<file path="config.mk">
export PLATFORM = sky130hd
export DESIGN_NAME = chirp_frame_header_decoder_flat
export DESIGN_NICKNAME = d
export VERILOG_FILES = /design/src/hdl/cfhd_pkg.sv /design/src/hdl/cfhd_if.sv /design/src/hdl/chirp_frame_header_decoder.sv /design/src/hdl/cfhd_queue.sv /design/src/hdl/cfhd_front.sv /design/src/hdl/cfhd_back.sv /design/src/flat_wrapper.sv
export SDC_FILE = /design/constraint.sdc
export NUM_CORES = 1
export LEC_CHECK = 0
export ABC_AREA = 1
export BUFFER_PORTS_ARGS = -buffer_cell sky130_fd_sc_hd__buf_4
export CAP_MARGIN = 15
export CELL_PAD_IN_SITES_DETAIL_PLACEMENT = 0
export CELL_PAD_IN_SITES_GLOBAL_PLACEMENT = 1
export CORE_UTILIZATION = 35
export CTS_CLUSTER_DIAMETER = 80
export DETAILED_ROUTE_END_ITERATION = 8
export HOLD_SLACK_MARGIN = 0.1
export PLACE_DENSITY_LB_ADDON = 0.1
export SLEW_MARGIN = 20
export SYNTH_ARGS = -nofsm -noshare
export SYNTH_HDL_FRONTEND = slang
export SYNTH_HIERARCHICAL = 1
export SYNTH_SLANG_ARGS = --single-unit
</file>
<file path="constraint.sdc">
create_clock -name clock -period 7.7 [get_ports clock]
set_input_delay 0.77 -clock clock [delete_from_list [all_inputs] [get_ports clock]]
set_output_delay 0.77 -clock clock [all_outputs]
set_load 0.02 [all_outputs]
</file>
<file path="src/hdl/cfhd_pkg.sv">
// ----------------------------------------------------------------------------
// Chirp frame header decoder package
// Shared types and constants for the front end, the queue and the back end.
// ----------------------------------------------------------------------------
package cfhd_pkg;

   // Register indexes on the configuration port.
   localparam logic [2:0] CSR_IMPLICIT_MODE        = 3'd0;
   localparam logic [2:0] CSR_FIXED_CODING_RATE    = 3'd1;
   localparam logic [2:0] CSR_FIXED_PAYLOAD_LENGTH = 3'd2;
   localparam logic [2:0] CSR_FIXED_CRC_PRESENT    = 3'd3;
   localparam logic [2:0] CSR_FIXED_LOW_RATE_OPT   = 3'd4;

   localparam logic [2:0] RESET_CODING_RATE = 3'd1;

   // Work handed from the front end to the back end.
   typedef enum logic [1:0] {
      OP_DATA     = 2'd0,
      OP_IMPLICIT = 2'd1,
      OP_HEADER   = 2'd2
   } cfhd_op_type;

   typedef struct packed {
      cfhd_op_type      op;
      logic [3:0]       sym;
      logic [3:0][3:0]  nibbles;
   } cfhd_entry_type;

   typedef struct packed {
      logic       implicit_mode;
      logic [2:0] fixed_coding_rate;
      logic [7:0] fixed_payload_length;
      logic       fixed_crc_present;
      logic       fixed_low_rate_opt;
   } cfhd_cfg_type;

   typedef struct packed {
      logic       kind;
      logic [3:0] data;
      logic [7:0] payload_length;
      logic [2:0] coding_rate;
      logic       crc_present;
      logic       low_rate_opt;
      logic       header_error;
      logic       last;
   } cfhd_rsp_type;

endpackage

</file>
<file path="src/hdl/cfhd_if.sv">
// ----------------------------------------------------------------------------
// Chirp frame header decoder channels
// Valid/ready channels for incoming symbols and outgoing results.
// ----------------------------------------------------------------------------
interface cfhd_req_if;
   logic       valid;
   logic       ready;
   logic [3:0] symbol;
   logic       frame_mark;
   logic       mark_is_header;

   modport source (output valid, symbol, frame_mark, mark_is_header, input ready);
   modport sink   (input valid, symbol, frame_mark, mark_is_header, output ready);
endinterface

interface cfhd_rsp_if;
   logic       valid;
   logic       ready;
   logic       kind;
   logic [3:0] data;
   logic [7:0] payload_length;
   logic [2:0] coding_rate;
   logic       crc_present;
   logic       low_rate_opt;
   logic       header_error;
   logic       last;

   modport source (output valid, kind, data, payload_length, coding_rate, crc_present,
                   low_rate_opt, header_error, last, input ready);
   modport sink   (input valid, kind, data, payload_length, coding_rate, crc_present,
                   low_rate_opt, header_error, last, output ready);
endinterface

</file>
<file path="src/hdl/chirp_frame_header_decoder.sv">
// ----------------------------------------------------------------------------
// Chirp frame header decoder
// Gathers and checks explicit frame headers and forwards payload symbols.
// ----------------------------------------------------------------------------
// The block takes one symbol per cycle while the work queue is not full.
// Header nibbles are absorbed without a result; the fifth nibble yields one
// frame record, a payload symbol one data result, and in implicit mode a
// header-marked symbol yields a frame record followed by the symbol.
// An accepted symbol enters the work queue and from there moves into the
// output register. The output register sets the rate at one result per
// cycle while the receiver takes results.
module chirp_frame_header_decoder import cfhd_pkg::*; #(
   parameter int QUEUE_DEPTH = 2
) (
   input  logic        clock,
   input  logic        reset,
   cfhd_req_if.sink    req_chan,
   cfhd_rsp_if.source  rsp_chan,
   input  logic        csr_write_en,
   input  logic [2:0]  csr_index,
   input  logic [7:0]  csr_write_data
);

   cfhd_cfg_type   cfg_ff, cfg_in;
   logic           push, pop, q_full, head_valid;
   cfhd_entry_type push_entry, head;

   always_comb begin
      cfg_in = cfg_ff;
      if (csr_write_en) begin
         unique case (csr_index)
            CSR_IMPLICIT_MODE:        cfg_in.implicit_mode        = csr_write_data[0];
            CSR_FIXED_CODING_RATE:    cfg_in.fixed_coding_rate    = csr_write_data[2:0];
            CSR_FIXED_PAYLOAD_LENGTH: cfg_in.fixed_payload_length = csr_write_data;
            CSR_FIXED_CRC_PRESENT:    cfg_in.fixed_crc_present    = csr_write_data[0];
            CSR_FIXED_LOW_RATE_OPT:   cfg_in.fixed_low_rate_opt   = csr_write_data[0];
            default: begin
            end
         endcase
      end
   end

   always_ff @(posedge clock) begin
      if (reset) begin
         cfg_ff.implicit_mode        <= 1'b0;
         cfg_ff.fixed_coding_rate    <= RESET_CODING_RATE;
         cfg_ff.fixed_payload_length <= 8'd0;
         cfg_ff.fixed_crc_present    <= 1'b0;
         cfg_ff.fixed_low_rate_opt   <= 1'b0;
      end else begin
         cfg_ff <= cfg_in;
      end
   end

   cfhd_front u_front (
      .clock         (clock),
      .reset         (reset),
      .implicit_mode (cfg_ff.implicit_mode),
      .req           (req_chan),
      .q_full        (q_full),
      .push          (push),
      .push_entry    (push_entry)
   );

   cfhd_queue #(
      .DEPTH (QUEUE_DEPTH)
   ) u_queue (
      .clock      (clock),
      .reset      (reset),
      .push       (push),
      .push_entry (push_entry),
      .full       (q_full),
      .pop        (pop),
      .head_valid (head_valid),
      .head       (head)
   );

   cfhd_back u_back (
      .clock      (clock),
      .reset      (reset),
      .cfg        (cfg_ff),
      .head_valid (head_valid),
      .head       (head),
      .pop        (pop),
      .rsp        (rsp_chan)
   );

endmodule

</file>
<file path="src/hdl/cfhd_queue.sv">
// ----------------------------------------------------------------------------
// Chirp frame header decoder work queue
// Small register FIFO that decouples the front end from the back end.
// ----------------------------------------------------------------------------
module cfhd_queue import cfhd_pkg::*; #(
   parameter int DEPTH = 2
) (
   input  logic           clock,
   input  logic           reset,
   input  logic           push,
   input  cfhd_entry_type push_entry,
   output logic           full,
   input  logic           pop,
   output logic           head_valid,
   output cfhd_entry_type head
);

   localparam int PTR_W = (DEPTH > 1) ? $clog2(DEPTH) : 1;
   localparam int CNT_W = $clog2(DEPTH + 1);

   cfhd_entry_type entries_ff [DEPTH];
   logic [PTR_W-1:0] wr_ptr_ff, wr_ptr_in;
   logic [PTR_W-1:0] rd_ptr_ff, rd_ptr_in;
   logic [CNT_W-1:0] count_ff, count_in;

   assign full       = (count_ff == CNT_W'(DEPTH));
   assign head_valid = (count_ff != '0);
   assign head       = entries_ff[rd_ptr_ff];

   always_comb begin
      wr_ptr_in = wr_ptr_ff;
      rd_ptr_in = rd_ptr_ff;
      count_in  = count_ff;
      if (push) begin
         wr_ptr_in = (wr_ptr_ff == PTR_W'(DEPTH - 1)) ? '0 : wr_ptr_ff + 1'b1;
      end
      if (pop) begin
         rd_ptr_in = (rd_ptr_ff == PTR_W'(DEPTH - 1)) ? '0 : rd_ptr_ff + 1'b1;
      end
      if (push && !pop) begin
         count_in = count_ff + 1'b1;
      end else if (pop && !push) begin
         count_in = count_ff - 1'b1;
      end
   end

   always_ff @(posedge clock) begin
      if (reset) begin
         wr_ptr_ff <= '0;
         rd_ptr_ff <= '0;
         count_ff  <= '0;
      end else begin
         wr_ptr_ff <= wr_ptr_in;
         rd_ptr_ff <= rd_ptr_in;
         count_ff  <= count_in;
      end
   end

   always_ff @(posedge clock) begin
      if (push) begin
         entries_ff[wr_ptr_ff] <= push_entry;
      end
   end

`ifndef NO_ASSERTIONS
   a_no_overflow: assert property (@(posedge clock) disable iff (reset)
      push |-> (!full || pop))
      else $error("queue written while full");

   a_no_underflow: assert property (@(posedge clock) disable iff (reset)
      pop |-> head_valid)
      else $error("queue read while empty");

   a_count_range: assert property (@(posedge clock) disable iff (reset)
      count_ff <= CNT_W'(DEPTH))
      else $error("queue fill count out of range");
`endif

endmodule

</file>
<file path="src/hdl/cfhd_front.sv">
// ----------------------------------------------------------------------------
// Chirp frame header decoder front end
// Accepts symbols, gathers header nibbles and queues work for the back end.
// ----------------------------------------------------------------------------
module cfhd_front import cfhd_pkg::*; (
   input  logic           clock,
   input  logic           reset,
   input  logic           implicit_mode,
   cfhd_req_if.sink       req,
   input  logic           q_full,
   output logic           push,
   output cfhd_entry_type push_entry
);

   localparam logic [2:0] HDR_STORED = 3'd4;

   logic            in_header_ff, in_header_in;
   logic [2:0]      header_count_ff, header_count_in;
   logic [3:0][3:0] header_store_ff;
   logic            store_we;
   logic [1:0]      store_idx;
   logic            accept;
   logic            hdr_now;
   logic [2:0]      count_now;

   assign req.ready = !q_full;
   assign accept    = req.valid && req.ready;

   always_comb begin
      in_header_in       = in_header_ff;
      header_count_in    = header_count_ff;
      store_we           = 1'b0;
      store_idx          = header_count_ff[1:0];
      push               = 1'b0;
      push_entry.op      = OP_DATA;
      push_entry.sym     = req.symbol;
      push_entry.nibbles = header_store_ff;
      hdr_now            = req.frame_mark ? req.mark_is_header : in_header_ff;
      count_now          = req.frame_mark ? 3'd0 : header_count_ff;
      if (accept) begin
         if (implicit_mode) begin
            in_header_in    = 1'b0;
            header_count_in = 3'd0;
            push            = 1'b1;
            if (req.frame_mark && req.mark_is_header) begin
               push_entry.op = OP_IMPLICIT;
            end
         end else if (hdr_now) begin
            if (count_now != HDR_STORED) begin
               // Header nibbles are held back; nothing goes to the back end.
               store_we        = 1'b1;
               store_idx       = count_now[1:0];
               in_header_in    = 1'b1;
               header_count_in = count_now + 1'b1;
            end else begin
               push            = 1'b1;
               push_entry.op   = OP_HEADER;
               in_header_in    = 1'b0;
               header_count_in = 3'd0;
            end
         end else begin
            push            = 1'b1;
            in_header_in    = 1'b0;
            header_count_in = count_now;
         end
      end
   end

   always_ff @(posedge clock) begin
      if (reset) begin
         in_header_ff    <= 1'b0;
         header_count_ff <= 3'd0;
      end else begin
         in_header_ff    <= in_header_in;
         header_count_ff <= header_count_in;
      end
   end

   always_ff @(posedge clock) begin
      if (store_we) begin
         header_store_ff[store_idx] <= req.symbol;
      end
   end

`ifndef NO_ASSERTIONS
   a_count_bound: assert property (@(posedge clock) disable iff (reset)
      header_count_ff <= HDR_STORED)
      else $error("header count beyond four");

   a_idle_count: assert property (@(posedge clock) disable iff (reset)
      !in_header_ff |-> (header_count_ff == 3'd0))
      else $error("header count left over in payload mode");

   a_header_push: assert property (@(posedge clock) disable iff (reset)
      (push && push_entry.op == OP_HEADER) |-> (header_count_ff == HDR_STORED || req.frame_mark))
      else $error("header record queued before four nibbles were gathered");
`endif

endmodule

</file>
<file path="src/hdl/cfhd_back.sv">
// ----------------------------------------------------------------------------
// Chirp frame header decoder back end
// Turns queued work into result records and holds them in the output register.
// ----------------------------------------------------------------------------
module cfhd_back import cfhd_pkg::*; (
   input  logic           clock,
   input  logic           reset,
   input  cfhd_cfg_type   cfg,
   input  logic           head_valid,
   input  cfhd_entry_type head,
   output logic           pop,
   cfhd_rsp_if.source     rsp
);

   // Field decode and parity check of a gathered header; n4 is the nibble that completes it.
   function automatic cfhd_rsp_type decode_header(input logic [3:0][3:0] n,
                                                  input logic [3:0] n4);
      cfhd_rsp_type r;
      logic [3:0]   n0, n1, n2, n3;
      logic         c4, c3, c2, c1, c0;
      logic [3:0]   chk_low;
      logic [3:0]   hcrc;
      n0 = n[0];
      n1 = n[1];
      n2 = n[2];
      n3 = n[3];
      c4 = n0[3] ^ n0[2] ^ n0[1] ^ n0[0];
      c3 = n0[3] ^ n1[3] ^ n1[2] ^ n1[1] ^ n2[0];
      c2 = n0[2] ^ n1[3] ^ n1[0] ^ n2[3] ^ n2[1];
      c1 = n0[1] ^ n1[2] ^ n1[0] ^ n2[2] ^ n2[1] ^ n2[0];
      c0 = n0[0] ^ n1[1] ^ n2[3] ^ n2[2] ^ n2[1] ^ n2[0];
      // The checksum is n4 * 8 + 3, so only bit 0 of n4 reaches the low nibble.
      chk_low = {n4[0], 3'b011};
      hcrc    = {2'b00, c4, 1'b0} | n3;
      r.kind           = 1'b1;
      r.data           = 4'd0;
      r.payload_length = {n0, n1};
      r.coding_rate    = n2[3:1];
      r.crc_present    = n2[0];
      r.low_rate_opt   = chk_low[0];
      r.header_error   = ({c3, c2, c1, c0} != chk_low) || (hcrc != 4'b0010);
      r.last           = 1'b1;
      return r;
   endfunction

   logic         rsp_valid_ff, rsp_valid_in;
   cfhd_rsp_type rsp_ff, rsp_in;
   logic         phase_ff, phase_in;
   logic         load;

   assign load = head_valid && (!rsp_valid_ff || rsp.ready);

   always_comb begin
      rsp_in       = '0;
      rsp_in.data  = head.sym;
      rsp_in.last  = 1'b1;
      phase_in     = phase_ff;
      pop          = 1'b0;
      rsp_valid_in = rsp_valid_ff && !rsp.ready;
      if (load) begin
         rsp_valid_in = 1'b1;
         case (head.op)
            OP_IMPLICIT: begin
               if (!phase_ff) begin
                  // Frame information first, the symbol itself on the next transfer.
                  rsp_in.kind           = 1'b1;
                  rsp_in.data           = 4'd0;
                  rsp_in.payload_length = cfg.fixed_payload_length;
                  rsp_in.coding_rate    = cfg.fixed_coding_rate;
                  rsp_in.crc_present    = cfg.fixed_crc_present;
                  rsp_in.low_rate_opt   = cfg.fixed_low_rate_opt;
                  rsp_in.last           = 1'b0;
                  phase_in              = 1'b1;
               end else begin
                  phase_in = 1'b0;
                  pop      = 1'b1;
               end
            end
            OP_HEADER: begin
               rsp_in = decode_header(head.nibbles, head.sym);
               pop    = 1'b1;
            end
            default: begin
               pop = 1'b1;
            end
         endcase
      end
   end

   always_ff @(posedge clock) begin
      if (reset) begin
         rsp_valid_ff <= 1'b0;
         phase_ff     <= 1'b0;
      end else begin
         rsp_valid_ff <= rsp_valid_in;
         phase_ff     <= phase_in;
      end
   end

   always_ff @(posedge clock) begin
      if (load) begin
         rsp_ff <= rsp_in;
      end
   end

   assign rsp.valid          = rsp_valid_ff;
   assign rsp.kind           = rsp_ff.kind;
   assign rsp.data           = rsp_ff.data;
   assign rsp.payload_length = rsp_ff.payload_length;
   assign rsp.coding_rate    = rsp_ff.coding_rate;
   assign rsp.crc_present    = rsp_ff.crc_present;
   assign rsp.low_rate_opt   = rsp_ff.low_rate_opt;
   assign rsp.header_error   = rsp_ff.header_error;
   assign rsp.last           = rsp_ff.last;

`ifndef NO_ASSERTIONS
   a_phase_head: assert property (@(posedge clock) disable iff (reset)
      phase_ff |-> (head_valid && head.op == OP_IMPLICIT))
      else $error("implicit second half pending without its queue entry");

   a_not_last_is_info: assert property (@(posedge clock) disable iff (reset)
      (rsp_valid_ff && !rsp_ff.last) |-> rsp_ff.kind)
      else $error("non-final result that is not a frame record");

   a_info_no_data: assert property (@(posedge clock) disable iff (reset)
      (rsp_valid_ff && rsp_ff.kind) |-> (rsp_ff.data == 4'd0))
      else $error("frame record carries symbol data");
`endif

endmodule

</file>
<file path="src/flat_wrapper.sv">
// flat-port wrapper written by rule: the top's interface ports become plain ports
module chirp_frame_header_decoder_flat import cfhd_pkg::*;
#(
   parameter int QUEUE_DEPTH = 2
)
  (clock, reset, csr_write_en, csr_index, csr_write_data, req_chan_valid, req_chan_symbol, req_chan_frame_mark, req_chan_mark_is_header, req_chan_ready, rsp_chan_valid, rsp_chan_kind, rsp_chan_data, rsp_chan_payload_length, rsp_chan_coding_rate, rsp_chan_crc_present, rsp_chan_low_rate_opt, rsp_chan_header_error, rsp_chan_last, rsp_chan_ready);
  cfhd_req_if req_chan_i ();
  cfhd_rsp_if rsp_chan_i ();
  input  logic clock;
  input  logic reset;
  input  logic csr_write_en;
  input  logic [2:0] csr_index;
  input  logic [7:0] csr_write_data;
  input wire logic [$bits(req_chan_i.valid)-1:0] req_chan_valid;
  input wire logic [$bits(req_chan_i.symbol)-1:0] req_chan_symbol;
  input wire logic [$bits(req_chan_i.frame_mark)-1:0] req_chan_frame_mark;
  input wire logic [$bits(req_chan_i.mark_is_header)-1:0] req_chan_mark_is_header;
  output wire logic [$bits(req_chan_i.ready)-1:0] req_chan_ready;
  output wire logic [$bits(rsp_chan_i.valid)-1:0] rsp_chan_valid;
  output wire logic [$bits(rsp_chan_i.kind)-1:0] rsp_chan_kind;
  output wire logic [$bits(rsp_chan_i.data)-1:0] rsp_chan_data;
  output wire logic [$bits(rsp_chan_i.payload_length)-1:0] rsp_chan_payload_length;
  output wire logic [$bits(rsp_chan_i.coding_rate)-1:0] rsp_chan_coding_rate;
  output wire logic [$bits(rsp_chan_i.crc_present)-1:0] rsp_chan_crc_present;
  output wire logic [$bits(rsp_chan_i.low_rate_opt)-1:0] rsp_chan_low_rate_opt;
  output wire logic [$bits(rsp_chan_i.header_error)-1:0] rsp_chan_header_error;
  output wire logic [$bits(rsp_chan_i.last)-1:0] rsp_chan_last;
  input wire logic [$bits(rsp_chan_i.ready)-1:0] rsp_chan_ready;
  assign req_chan_i.valid = req_chan_valid;
  assign req_chan_i.symbol = req_chan_symbol;
  assign req_chan_i.frame_mark = req_chan_frame_mark;
  assign req_chan_i.mark_is_header = req_chan_mark_is_header;
  assign req_chan_ready = req_chan_i.ready;
  assign rsp_chan_valid = rsp_chan_i.valid;
  assign rsp_chan_kind = rsp_chan_i.kind;
  assign rsp_chan_data = rsp_chan_i.data;
  assign rsp_chan_payload_length = rsp_chan_i.payload_length;
  assign rsp_chan_coding_rate = rsp_chan_i.coding_rate;
  assign rsp_chan_crc_present = rsp_chan_i.crc_present;
  assign rsp_chan_low_rate_opt = rsp_chan_i.low_rate_opt;
  assign rsp_chan_header_error = rsp_chan_i.header_error;
  assign rsp_chan_last = rsp_chan_i.last;
  assign rsp_chan_i.ready = rsp_chan_ready;
  chirp_frame_header_decoder #(.QUEUE_DEPTH(QUEUE_DEPTH)) u_core (.clock(clock), .reset(reset), .req_chan(req_chan_i), .rsp_chan(rsp_chan_i), .csr_write_en(csr_write_en), .csr_index(csr_index), .csr_write_data(csr_write_data));
endmodule
</file>
**Word level (Yosys, flattened, before mapping)**

Memory sizes are Yosys's and may differ from the RTL's. A register that Yosys moved wholly into a read port is not among the register bits.
Index checks and enable logic that the tools add are counted.

- Bits in registers: 60
- Memories kept: 1
- Output and inout port bits: 22
- Bits in writable memories: 44
- Bits of input ports: 22
- Word-level logic and storage cells: 127

- Eq/ne operators: 10
- $add $sub $neg: 5
- Mux-type cells: 40
- Order comparisons: 2
- Reductions and logical operators: 23
- Bitwise logic cells: 22

Memory list:

| name | words | width | rd ports | clocked after memory_dff | write ports | line | RTL |
|---|---|---|---|---|---|---|---|
| u_core.u_queue.entries_ff | 2 | 22 | 1 | 1 | 1 | cfhd_queue.sv:21 | `cfhd_entry_type entries_ff [DEPTH];` |

Operators with widths:

| cell | number |
|---|---|
| 18-bit one-hot mux with 2 select lines | 1 |
| 1-bit two-way mux | 21 |
| 1-bit bitwise XOR | 21 |
| 2-bit two-way mux | 10 |
| 18-bit two-way mux | 1 |
| 16-bit bitwise mux | 1 |
| 3-bit two-way mux | 4 |
| 2-bit AND reduction | 6 |
| 4-bit demux with 2-bit select | 1 |
| 1-bit logical AND | 7 |
| 3-bit by 2-bit equality test with 1-bit output (second input constant) | 2 |
| 1-bit zero test | 5 |
| 2-bit equality test (second input constant) | 2 |
| 4-bit two-way mux | 1 |
| 4-bit by 2-bit != test with 1-bit output (second input constant) | 1 |
| 4-bit != test | 1 |
| 2-bit by 4-bit bitwise OR with 4-bit output | 1 |
| 2-bit nonzero test | 2 |
| 3-bit by 1-bit adder with 3-bit output (second input constant) | 1 |
| 3-bit by 1-bit equality test with 1-bit output (second input constant) | 1 |
| 3-bit equality test (second input constant) | 1 |
| 3-bit zero test | 1 |
| 2-bit by 3-bit less-than comparator with 1-bit output (second input constant) | 1 |
| 3-bit != test (second input constant) | 1 |
| 6 further kinds | 8 |

**Longest topological paths before layout**

- Word-level depth: 11
- Mapped depth: 15
- Mapped depth without buffers: 15

**By module**

The synthesis kept the hierarchy.

By module, submodules not included:

| module | sequential area each (um^2) | times used | area each (um^2) | cells an instance |
|---|---|---|---|---|
| cfhd_queue | 1421.4 | 1 | 1818.0 | 101 |
| cfhd_back | 640.6 | 1 | 1363.8 | 187 |
| cfhd_front | 560.5 | 1 | 862.1 | 79 |
| chirp_frame_header_decoder | 280.3 | 1 | 663.1 | 98 |

**Worst setup path after synthesis**

OpenSTA, ideal clock, no wires.

- Path type: in2reg
- From: in req_chan_frame_mark
- To: mem u_core/u_queue/entries_ff[0][0] (netlist name) (enable)
- Path buffers: 0
- Setup time: 0.401 ns
- Stages: 9
- Path slack: 4.842 ns
- Data required time: 7.299 ns
- Data arrival time: 2.457 ns
- Path through: inv_2 > nand2_1 > ha_1 > nand2_2 > nand2_2 > inv_2 > a21oi_1 > inv_1 > nor2_1

- Longest elaborated chain between the ends: 8
- Elaborated cells on any way between the ends: 9
- Classes of those cells: 1 x eq/ne; 8 x mux

Ends and longest elaborated chain:

| element | line | RTL |
|---|---|---|
| start, declared | flat_wrapper.sv:16 | `input wire logic [$bits(req_chan_i.frame_mark)-1:0] req_chan_frame_mark;` |
| 3-bit two-way mux | cfhd_front.sv:39 | `count_now = req.frame_mark ? 3'd0 : header_count_ff;` |
| 3-bit != test | cfhd_front.sv:49 | `if (count_now != HDR_STORED) begin` |
| 1-bit two-way mux | cfhd_front.sv:49 |  |
| 1-bit two-way mux * | cfhd_front.sv:48 | `end else if (hdr_now) begin` |
| 1-bit two-way mux * | cfhd_front.sv:41 | `if (implicit_mode) begin` |
| 1-bit two-way mux * | cfhd_front.sv:40 | `if (accept) begin` |
| via u_core.push | chirp_frame_header_decoder.sv:25 | `logic push, pop, q_full, head_valid;` |
| 1-bit two-way mux * | cfhd_queue.sv:60 | `if (push) begin` |
| 1-bit two-way mux (implied by the code) * | cfhd_queue.sv:61 | `entries_ff[wr_ptr_ff] <= push_entry;` |
| end, declared | cfhd_queue.sv:21 |  |

The timed path passes the listed nets; every way through them passes the cells marked *.

==> results_dict.tcl <==
set metrics [dict create \
    rrSetupSlack_ns 4.82 \
    synthTopCellsByArea "edfxtp_1 51%, dfxtp_1 11%, nand2_1 9.2%" \
    final_nets 533 \
    fin_cells 688 \
    std_cell_rows 42 \
    fmax_ghz 0.347 \
    grt_setup_unrepaired "false" \
    fin_skew_ns 0.00453 \
    seq_power_share_pct 43.9 \
    crit_family "flip-flops" \
    wl_um 9540 \
    worstHoldPathCells 0 \
    port_buffers 43 \
    max_slew_margin_pct 32.4 \
    grtUsageTotal_pct 15.0 \
    hold-worst-slack_ns 0.449 \
    cts_tree "yes" \
    ant_nets 0 \
    gp_congestion 0.846 \
    synth_flop_cell "edfxtp_1" \
    slew_violations 0 \
    vias 3129 \
    comb_power_share_pct 30.6 \
    cts_root_buffer "clkbuf_16" \
    drt_iter0_drc 137 \
    cp.arrival_ns 3.17 \
    r2r_end "u_core/u_queue/count_ff[1]" \
    slowest_delay_ns 0.99 \
    hold_path.startpoint "u_core/u_front/push_entry[2]" \
    drc_errors 0 \
    post_drt_wl_per_cell_um 13.9 \
    n_fill_cell 1298 \
    dp.cells 672 \
    drive_gt1_share_pct 21.1 \
    synth_top_area_share_pct 51.0 \
    first_pass_iters 4 \
    cts.sinks 105 \
    syn_nets 491 \
    power_density_nw_per_um2 324 \
    post-place-ws_ns 4.77 \
    p_sw_uw 589 \
    clock_path_buffers 2 \
    worst_setup_path_end_kind "flip-flop" \
    crit_chain "mux2_2, inv_1, ha_1, a21oi_1, inv_1, ha_1, inv_1, nand3_1, nand2_1, inv_1, nor2_1" \
    ys_ff_latch 105 \
    critPathMaxFanout 22 \
    worstSetupPathType "flip-flop to flip-flop" \
    numCtsBuffers 9 \
    async_flop_share_pct 0 \
    cap_violations 0 \
    critPathMostFrequentCell "inv_1" \
    viasPerCell 4.55 \
    timing.final.crit_share_pct 37.4 \
    cpMaxStageDelayCell "dfxtp_1" \
    htreeDepth 3 \
    worstHoldEndpoint "u_core/u_queue/entries_ff[1][2]" \
    p_total_uw 1770 \
    ios 44 \
    worstPathRequired_ns 7.99 \
    grt_max_degree 24 \
    initial_core_util_pct 35.7 \
    setup_tns_ns 0 \
    cp-start-kind "flip-flop" \
    regArea_sq_um 2900 \
    switching_share_pct 33.2 \
    synthesis.area_sq_um 4710 \
    antenna_cells 0 \
    p_int_uw 1180 \
    rr_worst_depth 11 \
    setup_violations 0 \
    worst_slack_ns 4.82 \
    worstMarginPinSlew_ns 1.01 \
    clock_latency_ns 0.35 \
    die_w_um 118 \
    ctsResizeCount 0 \
    die_h_um 118 \
    ys_warn_count 6 \
    hold_viol 0 \
    coreArea_sq_um 13200 \
    netlist_instances 465 \
    synth_area_per_cell_sq_um 10.1 \
    area_delta_synth_final_pct 16.0 \
    first_global_vias 3128 \
    synth_edf_count 80 \
    worstPathBufferInverterCount 4 \
    post_cts.repair.setup_buffers 0 \
    netlist-cell-type-count 29 \
    power.leakage_uw 0.00222 \
    ys_seq_area_share_pct 61.7 \
    min_path_type "flip-flop to flip-flop" \
    dp_hpwl_um 6930 \
    grt_remaining_overflow 0 \
    hold_buffers 0 \
    multi_input_area_sq_um 1470 \
    vdd_drop_max_mv 0.0952 \
    clkPwrFrac_pct 25.5 \
    period_minus_slack_ns 2.88 \
    antenna_found_initial 0 \
    clk_pin_slew_ns 0.07 \
    synth_top_area_cell "edfxtp_1" \
    grt_first_pass_wirelength_um 15800 \
    status "complete, no violations" \
    dieArea_sq_um 13900 \
]
-- flip-flops by register name (all words and copies together), names as in the netlist, named ones only --
register / count
u_core/cfg_ff: 14
u_core/u_back/phase_ff: 1
u_core/u_back/rsp.coding_rate: 3
u_core/u_back/rsp.crc_present: 1
u_core/u_back/rsp.data: 4
u_core/u_back/rsp.header_error: 1
u_core/u_back/rsp.kind: 1
u_core/u_back/rsp.last: 1
u_core/u_back/rsp.low_rate_opt: 1
u_core/u_back/rsp.payload_length: 8
u_core/u_back/rsp.valid: 1
u_core/u_front/header_count_ff: 3
u_core/u_front/in_header_ff: 1
u_core/u_front/push_entry: 16
u_core/u_queue/count_ff: 2
u_core/u_queue/entries_ff: 44
u_core/u_queue/rd_ptr_ff: 1
u_core/u_queue/wr_ptr_ff: 1
-- layout make-up --
class / instances / share of cell area [%]
clock buffers: 12 / 4.90
flip-flops and latches: 105 / 53.2
well taps: 176 / 4.03
inverters: 64 / 4.40
repair buffers: 44 / 6.05
multi-input cells: 283 / 26.8
clock inverters: 4 / 0.619
-- worst reg2reg max path, delay by kind of cell (launching register included) --
kind | cells | cell delay, ns
and+or+nand+nor | 3 | 0.21
adders and majority gates | 2 | 0.73
DFF | 1 | 0.99
buffers and inverters | 4 | 0.26
AOI/OAI and AO/OA | 1 | 0.20
muxes | 1 | 0.44
-- per-stage QoR --
step / cell area (sq um) / util, %
after floorplan: 4710 / -
after global placement: 5160 / 39.1
after detailed placement: 5160 / 39.1
after CTS: 5460 / 41.4
after global routing: 5460 / 41.4
final: 5460 / 41.4
-- placed cells by master (no fill, tap or decap), drive strengths merged, types with 3 or more instances in the layout --
master,netlist,layout
mux2,22,22
dfxtp,25,25
clkbuf,2,12
ha,4,4
buf,11,44
nor2,51,51
edfxtp,80,80
nor3,6,6
inv,62,63
xnor2,3,3
clkinvlp,0,3
nand3,38,38
nand2,122,122
a21oi,27,27
nand4,3,3
-- power by group through the flow --
stage	Combinational, uW	Clock (uW)	Sequential, uW
global placement	548	0	790
floorplan	314	0	846
global route	608	489	791
CTS	553	468	780
detailed placement	550	0	792
finish	543	451	777
-- logic make-up (layout without fill, tap and decap cells) --
group,after synthesis,count (layout),share of synthesized area [%]
fa+ha+maj,4,4,1.06
buf+inv,77,124,7.20
simple gates,222,222,20.4
compound gates,30,30,3.46
flops,105,105,61.7
xor+xnor,5,5,0.931
mux,22,22,5.26
-- how the worst max path moves through the flow --
stage,cells after the start,to,start
2_1_floorplan,9,u_core/u_queue/entries_ff[0][0],req_chan_frame_mark
3_3_place_gp,10,u_core/u_queue/count_ff[1],flip-flop
3_5_place_dp,10,u_core/u_queue/count_ff[1],flip-flop
4_1_cts,10,u_core/u_queue/count_ff[1],flip-flop
5_1_grt,11,u_core/u_queue/count_ff[1],flip-flop
6_report,11,u_core/u_queue/count_ff[1],flip-flop
-- synth_stat cells, drive strengths merged (2+ instances only) --
cell	instances
nand2	122
nor2	51
ha	4
nand3b	2
clkbuf	2
edfxtp	80
nand3	38
nor3	6
mux2	22
nand4	3
dfxtp	25
buf	11
a21oi	27
xor2	2
xnor2	3
clkinv	2
inv	62
-- per-layer routing --
metal / share of wire, % / wire (um) / global-route usage (%) / vias to the layer above
met5: 0 / 0 / 0 / -
met4: 2.0 / 193 / 7.45 / 0
met3: 3.0 / 288 / 2.23 / 11
met2: 48 / 4600 / 25.1 / 44
met1: 47 / 4460 / 19.0 / 1465
li1: - / - / - / 1609
(Power assumes the default switching activity.)
